**src/rtl/kpc_pkg.sv**
```systemverilog
// Package for the key press classifier: beat structs, mode enum, codes.
// No dependencies; used by every file of the block.
package kpc_pkg;

    localparam int unsigned DEB_W  = 8;
    localparam int unsigned LONG_W = 16;
    localparam int unsigned CNT_W  = 16;
    localparam int unsigned CFG_W  = 16;
    localparam int unsigned IDX_W  = 1;

    // Configuration register indexes
    localparam logic [IDX_W-1:0] CFG_DEBOUNCE = 1'b0;
    localparam logic [IDX_W-1:0] CFG_LONG     = 1'b1;

    localparam logic [DEB_W-1:0]  DEB_RESET  = 8'd2;
    localparam logic [LONG_W-1:0] LONG_RESET = 16'd150;

    // Key codes
    localparam logic [1:0] KEY_NONE  = 2'd0;
    localparam logic [1:0] KEY_POWER = 2'd1;
    localparam logic [1:0] KEY_PAIR  = 2'd2;

    // Event kinds
    localparam logic [1:0] KIND_SHORT   = 2'd0;
    localparam logic [1:0] KIND_LONG    = 2'd1;
    localparam logic [1:0] KIND_RELEASE = 2'd2;

    typedef enum logic [1:0] {
        MODE_IDLE     = 2'd0,
        MODE_DEBOUNCE = 2'd1,
        MODE_PRESSED  = 2'd2,
        MODE_LONG     = 2'd3
    } t_key_mode;

    typedef struct packed {
        logic power_key_level;
        logic pair_key_level;
    } t_in_beat;

    typedef struct packed {
        logic [1:0] which_key;
        logic [1:0] press_kind;
        logic       blink_request;
    } t_out_beat;

    typedef struct packed {
        logic      valid;
        t_out_beat beat;
    } t_step_res;

endpackage

```
**src/rtl/kpc_step.sv**
```systemverilog
// Per-tick classifier: mode/held key/wait counter registers and their update.
// Depends on kpc_pkg.
module kpc_step (
    input  logic                         i_clk,
    input  logic                         i_rst_n,
    input  logic                         i_advance,
    input  kpc_pkg::t_in_beat            i_beat,
    input  logic [kpc_pkg::DEB_W-1:0]    i_debounce_scans,
    input  logic [kpc_pkg::LONG_W-1:0]   i_long_press_scans,
    output kpc_pkg::t_step_res           o_res
);

    kpc_pkg::t_key_mode          r_mode, n_mode;
    logic [1:0]                  r_held, n_held;
    logic [kpc_pkg::CNT_W-1:0]   r_wait, n_wait;
    logic [kpc_pkg::CNT_W-1:0]   wait_inc;
    logic [1:0]                  key;
    logic                        deb_done, long_done;

    // power key wins over pair key
    always_comb begin
        if (!i_beat.power_key_level) begin
            key = kpc_pkg::KEY_POWER;
        end else if (!i_beat.pair_key_level) begin
            key = kpc_pkg::KEY_PAIR;
        end else begin
            key = kpc_pkg::KEY_NONE;
        end
    end

    // saturating tick, then threshold compare
    assign wait_inc  = (r_wait == {kpc_pkg::CNT_W{1'b1}}) ? r_wait : r_wait + 1'b1;
    assign deb_done  = wait_inc >= {{(kpc_pkg::CNT_W-kpc_pkg::DEB_W){1'b0}}, i_debounce_scans};
    assign long_done = wait_inc >= i_long_press_scans;

    // next state
    always_comb begin
        n_mode = r_mode;
        n_held = r_held;
        n_wait = r_wait;
        unique case (r_mode)
            kpc_pkg::MODE_IDLE: begin
                if (key != kpc_pkg::KEY_NONE) begin
                    n_held = key;
                    n_wait = '0;
                    n_mode = (i_debounce_scans == '0) ? kpc_pkg::MODE_PRESSED
                                                      : kpc_pkg::MODE_DEBOUNCE;
                end
            end
            kpc_pkg::MODE_DEBOUNCE: begin
                if (key != r_held) begin
                    n_mode = kpc_pkg::MODE_IDLE;
                end else if (deb_done) begin
                    n_wait = '0;
                    n_mode = kpc_pkg::MODE_PRESSED;
                end else begin
                    n_wait = wait_inc;
                end
            end
            kpc_pkg::MODE_PRESSED: begin
                if (key != r_held) begin
                    n_mode = kpc_pkg::MODE_IDLE;
                end else if (long_done) begin
                    n_wait = '0;
                    n_mode = kpc_pkg::MODE_LONG;
                end else begin
                    n_wait = wait_inc;
                end
            end
            kpc_pkg::MODE_LONG: begin
                if (key != r_held) begin
                    n_mode = kpc_pkg::MODE_IDLE;
                end else begin
                    n_wait = long_done ? '0 : wait_inc;  // re-arm, silent
                end
            end
            default: n_mode = kpc_pkg::MODE_IDLE;
        endcase
    end

    // event output
    always_comb begin
        o_res                    = '0;
        o_res.beat.which_key     = r_held;
        unique case (r_mode)
            kpc_pkg::MODE_PRESSED: begin
                if (key != r_held) begin
                    o_res.valid           = 1'b1;
                    o_res.beat.press_kind = kpc_pkg::KIND_SHORT;
                end else if (long_done) begin
                    o_res.valid              = 1'b1;
                    o_res.beat.press_kind    = kpc_pkg::KIND_LONG;
                    o_res.beat.blink_request = 1'b1;
                end
            end
            kpc_pkg::MODE_LONG: begin
                if (key != r_held) begin
                    o_res.valid              = 1'b1;
                    o_res.beat.press_kind    = kpc_pkg::KIND_RELEASE;
                    o_res.beat.blink_request = 1'b1;
                end
            end
            default: o_res.valid = 1'b0;
        endcase
    end

    always_ff @(posedge i_clk) begin
        if (!i_rst_n) begin
            r_mode <= kpc_pkg::MODE_IDLE;
            r_held <= kpc_pkg::KEY_NONE;
            r_wait <= '0;
        end else if (i_advance) begin
            r_mode <= n_mode;
            r_held <= n_held;
            r_wait <= n_wait;
        end
    end

endmodule

```
**src/rtl/key_press_classifier.sv**
```systemverilog
// Result beat path: input register, combinational step logic, result register;
// a stalled result register can hold a beat in the input register.
// Throughput: one scan tick per cycle; only a full, stalled result register holds input.
// Ticks that cause no event produce no output beat.
// Reset (synchronous, i_rst_n low): mode idle, held key and wait counter cleared,
// both pipeline registers empty, debounce_scans = 2, long_press_scans = 150.
// Top level of the key press classifier; depends on kpc_pkg and kpc_step.
module key_press_classifier (
    input  logic                         i_clk,
    input  logic                         i_rst_n,
    // scan tick input
    input  logic                         i_in_valid,
    output logic                         o_in_ready,
    input  kpc_pkg::t_in_beat            i_in,
    // event output
    output logic                         o_out_valid,
    input  logic                         i_out_ready,
    output kpc_pkg::t_out_beat           o_out,
    // configuration writes
    input  logic                         i_cfg_we,
    input  logic [kpc_pkg::IDX_W-1:0]    i_cfg_idx,
    input  logic [kpc_pkg::CFG_W-1:0]    i_cfg_data
);

    // Config registers
    logic [kpc_pkg::DEB_W-1:0]  r_debounce_scans;
    logic [kpc_pkg::LONG_W-1:0] r_long_press_scans;

    always_ff @(posedge i_clk) begin
        if (!i_rst_n) begin
            r_debounce_scans   <= kpc_pkg::DEB_RESET;
            r_long_press_scans <= kpc_pkg::LONG_RESET;
        end else if (i_cfg_we) begin
            unique case (i_cfg_idx)
                kpc_pkg::CFG_DEBOUNCE: r_debounce_scans   <= i_cfg_data[kpc_pkg::DEB_W-1:0];
                kpc_pkg::CFG_LONG:     r_long_press_scans <= i_cfg_data[kpc_pkg::LONG_W-1:0];
                default: ;
            endcase
        end
    end

    // Input register stage
    logic              r_in_valid;
    kpc_pkg::t_in_beat r_in;
    logic              advance;     // input stage beat moves through the step logic

    // A held beat can only retire while the result slot is free or draining.
    assign advance    = r_in_valid && (!o_out_valid || i_out_ready);
    assign o_in_ready = !r_in_valid || advance;

    always_ff @(posedge i_clk) begin
        if (!i_rst_n) begin
            r_in_valid <= 1'b0;
        end else if (o_in_ready) begin
            r_in_valid <= i_in_valid;
        end
    end

    always_ff @(posedge i_clk) begin
        if (o_in_ready && i_in_valid) begin
            r_in <= i_in;
        end
    end

    // Classification step: state update plus zero-or-one event
    kpc_pkg::t_step_res step_res;

    kpc_step u_step (
        .i_clk              (i_clk),
        .i_rst_n            (i_rst_n),
        .i_advance          (advance),
        .i_beat             (r_in),
        .i_debounce_scans   (r_debounce_scans),
        .i_long_press_scans (r_long_press_scans),
        .o_res              (step_res)
    );

    // Result register
    logic               r_out_valid;
    kpc_pkg::t_out_beat r_out;

    always_ff @(posedge i_clk) begin
        if (!i_rst_n) begin
            r_out_valid <= 1'b0;
        end else if (advance && step_res.valid) begin
            r_out_valid <= 1'b1;
        end else if (i_out_ready) begin
            r_out_valid <= 1'b0;
        end
    end

    always_ff @(posedge i_clk) begin
        if (advance && step_res.valid) begin
            r_out <= step_res.beat;
        end
    end

    assign o_out_valid = r_out_valid;
    assign o_out       = r_out;

endmodule

```
**config.mk**
```make
export PLATFORM = sky130hd
export DESIGN_NAME = key_press_classifier
export DESIGN_NICKNAME = d
export VERILOG_FILES = /design/src/rtl/kpc_pkg.sv /design/src/rtl/kpc_step.sv /design/src/rtl/key_press_classifier.sv
export SDC_FILE = /design/constraint.sdc
export NUM_CORES = 1
export LEC_CHECK = 0
export BUFFER_PORTS_ARGS = -buffer_cell sky130_fd_sc_hd__buf_4
export CAP_MARGIN = 5
export CORE_MARGIN = 1.5
export CORE_UTILIZATION = 54
export DETAILED_ROUTE_END_ITERATION = 10
export PLACE_DENSITY = 0.89
export SYNTH_ARGS = -nofsm -noshare
export SYNTH_HDL_FRONTEND = slang
export SYNTH_SLANG_ARGS = --single-unit
```
**constraint.sdc**
```tcl
create_clock -name i_clk -period 3.76 [get_ports i_clk]
set_input_delay 0.188 -clock i_clk [delete_from_list [all_inputs] [get_ports i_clk]]
set_output_delay 0.188 -clock i_clk [all_outputs]
set_load 0.005 [all_outputs]
```
# After elaboration in Yosys (flattened, before gate mapping)
# Cells that the tools add are included.
[totals]
ff_bits = 53
word_cells = 72
[classes]
addsub = 1
n_lt_le_gt_ge = 2
eq_ne = 11
mux = 28
n_bitwise = 1
reduce_logical = 17
[op_table]
columns = ["operator", "n"]
rows = [
  ["$mux W16", 6],
  ["$pmux W16 S3", 1],
  ["$mux W2", 10],
  ["$add A16 B1 Y16 const B", 1],
  ["$eq A16 B16 Y1 const B", 1],
  ["$ge A16 B16 Y1", 1],
  ["$ge A16 B8 Y1", 1],
  ["$logic_not A8 Y1", 1],
  ["$pmux W2 S4", 1],
  ["$mux W1", 7],
  ["$ne A3 B1 Y1 const B", 2],
  ["$pmux W3 S2", 1],
  ["$reduce_and A5 Y1", 1],
  ["$eq A2 B2 Y1 const B", 2],
  ["$ne A2 B1 Y1 const B", 2],
  ["$ne A2 B2 Y1 const B", 2],
  ["$reduce_and A2 Y1", 2],
  ["$reduce_and A4 Y1", 1],
  ["$reduce_bool A2 Y1", 2],
  ["$logic_and A1 B1 Y1", 3],
  ["$mux W3", 1],
  ["$reduce_and A3 Y1", 1],
  ["$eq A2 B1 Y1 const B", 1],
  ["$logic_not A1 Y1", 2],
  ["6 further kinds", 7],
]

# Logic depth before layout (Yosys ltp)
[depth]
depth_word = 8
ltp_mapped = 17

# Hierarchy
# Synthesis repeated with hierarchy kept, for this count alone.
[unflattened]
hier_cells = 387
area_unflattened_um2 = 3321.9
[by_module_without_submodules]
columns = ["module", "n_inst", "cells_each", "area_per_inst_um2"]
rows = [
  ["kpc_step", 1, 263, 2019.4],
  ["key_press_classifier", 1, 124, 1302.5],
]

# Least setup slack after synthesis
# Ideal clock, no wire load.
[synth_timing]
path_kind = "register -> register"
start = "register u_step.r_wait[0] in the netlist's numbering"
end = "register r_out, in the netlist o_out[0] (enable)"
setup_time_ns = 0.263
arrival_time_ns = 3.769
t_required_ns = 3.497
setup_slack_ns = -0.271
path_stages_with_launch = 18
path_buffers = 1
cell_sequence = "dfxtp_1 -> ha_1 -> nand3_1 -> or4_1 -> clkbuf_1 -> inv_1 -> nor2_1 -> and3_1 -> xnor2_1 -> inv_1 -> ha_1 -> o211a_1 -> a211oi_1 -> or3_1 -> a21oi_1 -> o31ai_1 -> o21ai_0 -> and3_1"
[synth_via]
elab_chain_cells = 7
elab_cells_between_ends = 8
cone_classes = "1 x add/sub; 1 x order compare; 1 x eq/ne; 4 x mux; 1 x reduce/logical"
[synth_rtl]
columns = ["element", "line_no", "text"]
rows = [
  ["start, declared", "kpc_step.sv:15", "logic [kpc_pkg::CNT_W-1:0] r_wait, n_wait;"],
  ["start signal, assigned", "kpc_step.sv:115", "r_wait <= n_wait;"],
  ["$add A16 B1 Y16 or $eq A16 B16 Y1 (tied branches)", "kpc_step.sv:32", "assign wait_inc = (r_wait == {kpc_pkg::CNT_W{1'b1}}) ? r_wait : r_wait + 1'b1;"],
  ["$mux W16 *", "kpc_step.sv:32", ""],
  ["$ge A16 B16 Y1 *", "kpc_step.sv:34", "assign long_done = wait_inc >= i_long_press_scans;"],
  ["$mux W1 *", "kpc_step.sv:90", "end else if (long_done) begin"],
  ["$mux W1 *", "kpc_step.sv:87", "if (key != r_held) begin"],
  ["$pmux W1 S2 *", "kpc_step.sv:85", "unique case (r_mode)"],
  ["$logic_and A1 B1 Y1 *", "key_press_classifier.sv:93", "if (advance && step_res.valid) begin"],
  ["end signal, assigned", "key_press_classifier.sv:94", "r_out <= step_res.beat;"],
  ["end, declared", "key_press_classifier.sv:80", "kpc_pkg::t_out_beat r_out;"],
]
# Every way passes the cells marked *; elsewhere a longest branch is shown, timed or not.
# A chain may end at the register's enable or synchronous reset.

# Worst setup path in the final report
[layout_timing]
start = "register u_step.r_wait[15] in the netlist's numbering"
end = "register u_step.r_wait[0] in the netlist's numbering"
[layout_via]
elab_chain_cells = 6
elab_cells_between_ends = 10
cone_classes = "1 x add/sub; 2 x order compare; 1 x eq/ne; 6 x mux"
[layout_rtl]
columns = ["element", "line_no", "text"]
rows = [
  ["$add A16 B1 Y16 or $eq A16 B16 Y1 (tied branches)", "kpc_step.sv:32", ""],
  ["$mux W16 *", "kpc_step.sv:32", ""],
  ["$ge A16 B16 Y1 or $ge A16 B8 Y1 (tied branches)", "kpc_step.sv:34, kpc_step.sv:33", ""],
  ["$mux W16 (on tied branches)", "kpc_step.sv:63, kpc_step.sv:74, kpc_step.sv:53", ""],
  ["$mux W16 (on tied branches)", "kpc_step.sv:71, kpc_step.sv:51", ""],
  ["$pmux W16 S3 *", "kpc_step.sv:41", "unique case (r_mode)"],
]
# Every way passes the cells marked *; elsewhere a longest branch is shown, timed or not. The select of a mux whose other input is x is not followed.

==> out/results.ini <==
[clocking]
cts_tree=yes
cts_buffer_depth=2
clkLatencyLatePin_ps=310
cts_max_level=2
cts_buffers=5
postCtsHoldBufs=0
cts_sinks=53
cts_root_buf=clkbuf_8
path_clk_slew_ps=100

[pwr]
p_int_w=0.0008036
p_seq_frac=0.549
switching_share=0.2736
leakagePower_nw=1.677
power_switching_w=0.0003026
combPwrFrac=0.134
power_w=0.001106
ir_drop_v=0.0002684
power_density_nw_per_um2=282.5
clkPwrFrac=0.317

[timing]
tightest_slew_ps=1071
fmax_mhz=259.7
setup_viol=2
finalHoldViolCount=0
relSlewSlack=0.2842
clock_skew_ps=6.003
layout_setup_ws_ps=-91.34
period_needed_ps=3851
maxSlewViolCount=0
period_share=1.024

[routing]
wire_per_inst_um=16.27
dr.first_iter.drc_count=295
num_vias=3131
dr.pass1.iters=5
drcViolationCount=0
totalWireLength_mm=8.510
viasPerCell=5.987
ant_nets=0

[place]
place_area_um2=3657
gp_congestion=0.9248
portBuffers=30
dpl.hpwl_mm=5.707

[logic_synthesis]
syn_avg_cell_area_um2=8.018
synthFlopType=dfxtp_1
ys_seq_area_frac=0.3535
async_flop_share=0
syn_inst=399
synthesis.nets=447
ys_warn_count=0
synth-seq-cells=53
synth_edf_count=7
netlist_area_um2=3199
synth_cell_types=52

[layout]
final_cell_mix=77 x nand2_1, 61 x buf_4, 40 x dfxtp_1
final_area_um2=3916
drive_gt1_frac=0.2173
antennaDiodeCount=0
final_common_cell=nand2_1
layout.nets=498
syn_to_final_growth_pct=22.41

[floorplanning]
dieHeight_um=79.97
die_w_um=79.97
coreArea_um2=5608
io_pins=31
rows=27
dieArea_um2=6395
initial_utilization=0.5705

[critical_path]
critPathKind=flop to flop
cp.arrival_ps=4080
critPathRequiredTime_ps=3990
cp_max_fo=6
worst_setup_path_end_kind=flop
cp-start-kind=flop

[status]
status=finished with violations
violations=negative setup slack

[global_route]
antenna_found_initial=0
grt_use_total=0.2562
grt_pass1_wl_mm=12.82
grt_max_degree=44
grt_pass1_vias=2910
globalRouteOverflowTotal=0

[min_path]
hold_class=input port to flop

[flow_run]
maxCapViolCount=0

## cells in the mapped netlist, types with 7 or more instances
cell,count,area share
a21boi_0,19,0.045
edfxtp_1,7,0.066
nand3_1,14,0.022
dfxtp_1,46,0.29
a21o_1,7,0.016
ha_1,24,0.094
inv_1,36,0.042
o21ai_0,24,0.038
nor2_1,18,0.021
o211ai_1,8,0.019
and3_1,9,0.018
clkbuf_1,13,0.015
nand2_1,77,0.090
## layer usage
metal  global-route usage  part of all wire  vias to the layer above
met5                    0                 0                        -
met4              0.08276             0.032                        0
met3              0.05143             0.054                       38
met2               0.4714              0.51                      136
met1               0.2925              0.40                     1458
li1                     -                 -                     1499
## logic make-up (layout without fill, tap and decap cells)
group,Yosys count,after routing,share of synthesized area
and+or+nand+nor,160,160,0.2421
muxes,3,3,0.009386
AOI/OAI and AO/OA,96,96,0.2100
adders and majority gates,24,24,0.09386
buffers and inverters,53,105,0.06375
xor gates and xnor gates,10,10,0.02737
DFF,53,53,0.3535
## path summary, 6_finish.rpt
path / startpoint / endpoint / slack (ps) / cells after the start
worst max-delay path: u_step.r_wait[15]$_SDFFE_PN0P_ / u_step.r_wait[0]$_SDFFE_PN0P_ / -90 / 11
worst min-delay path: i_in[0] / r_in[0]$_DFFE_PP_ / 40 / 1
worst max register to register: u_step.r_wait[15]$_SDFFE_PN0P_ / u_step.r_wait[0]$_SDFFE_PN0P_ / -90 / 11
worst min register to register: r_long_press_scans[14]$_SDFFE_PN0P_ / r_long_press_scans[14]$_SDFFE_PN0P_ / 470 / 2
## cell type report
cell class / count / area [um2]
Tap cell: 72 / 90.09
Clock inverter: 2 / 13.76
Inverter: 36 / 135.1
Clock buffer: 6 / 82.58
Timing Repair Buffer: 61 / 457.9
Multi-Input combinational cell: 293 / 1993
Sequential cell: 53 / 1144
Fill cell: 427 / 1692
## state kept, by name (all words and copies together) (netlist names)
signal              cells
r_in                    2
r_debounce_scans        8
u_step.r_mode           2
r_long_press_scans     16
o_out_valid             1
u_step.r_held           2
o_out                   5
r_in_valid              1
u_step.r_wait          16
## power groups by stage
| stage | registers, W | logic (W) | clock network, W |
|---|---|---|---|
| after floorplan | 0.000614 | 0.0000956 | 0 |
| after global placement | 0.000620 | 0.000133 | 0 |
| after detailed placement | 0.000621 | 0.000137 | 0 |
| after CTS | 0.000608 | 0.000138 | 0.000345 |
| after global routing | 0.000610 | 0.000164 | 0.000372 |
| final | 0.000608 | 0.000148 | 0.000350 |
## timing repair
| item | CTS | global route |
|---|---|---|
| setup buffers | 0 | 6 |
| gates resized for setup | 5 | 28 |
| endpoints found under the setup margin | 21 | 25 |
| pin swaps | 1 | 13 |
## stage by stage
step | util | std cells | setup slack, ps | TNS, ps | hold WS, ps
after CTS | 0.6716 | 517 | 15.02 | 0 | 46.10
after global placement | 0.6522 | 509 | 39.82 | 0 | 367.7
after floorplan | - | 399 | 3.030 | 0 | 286.9
after global routing | 0.6983 | 523 | -257.3 | -2837 | 39.15
after detailed placement | 0.6522 | 509 | -74.73 | -592.5 | 367.8
final | 0.6983 | 523 | -91.34 | -98.77 | 41.08
## critical path, stage by stage (launching register included)
cell       delay (ps)
dfxtp_1           350
nand4_1           170
or4_4             590
and3_1            240
xor2_2            170
ha_1              350
a2111oi_1         500
a21o_1            290
a31oi_4           110
o41a_1            470
or3_1             430
o221ai_2           90
(Power assumes the default switching activity.)
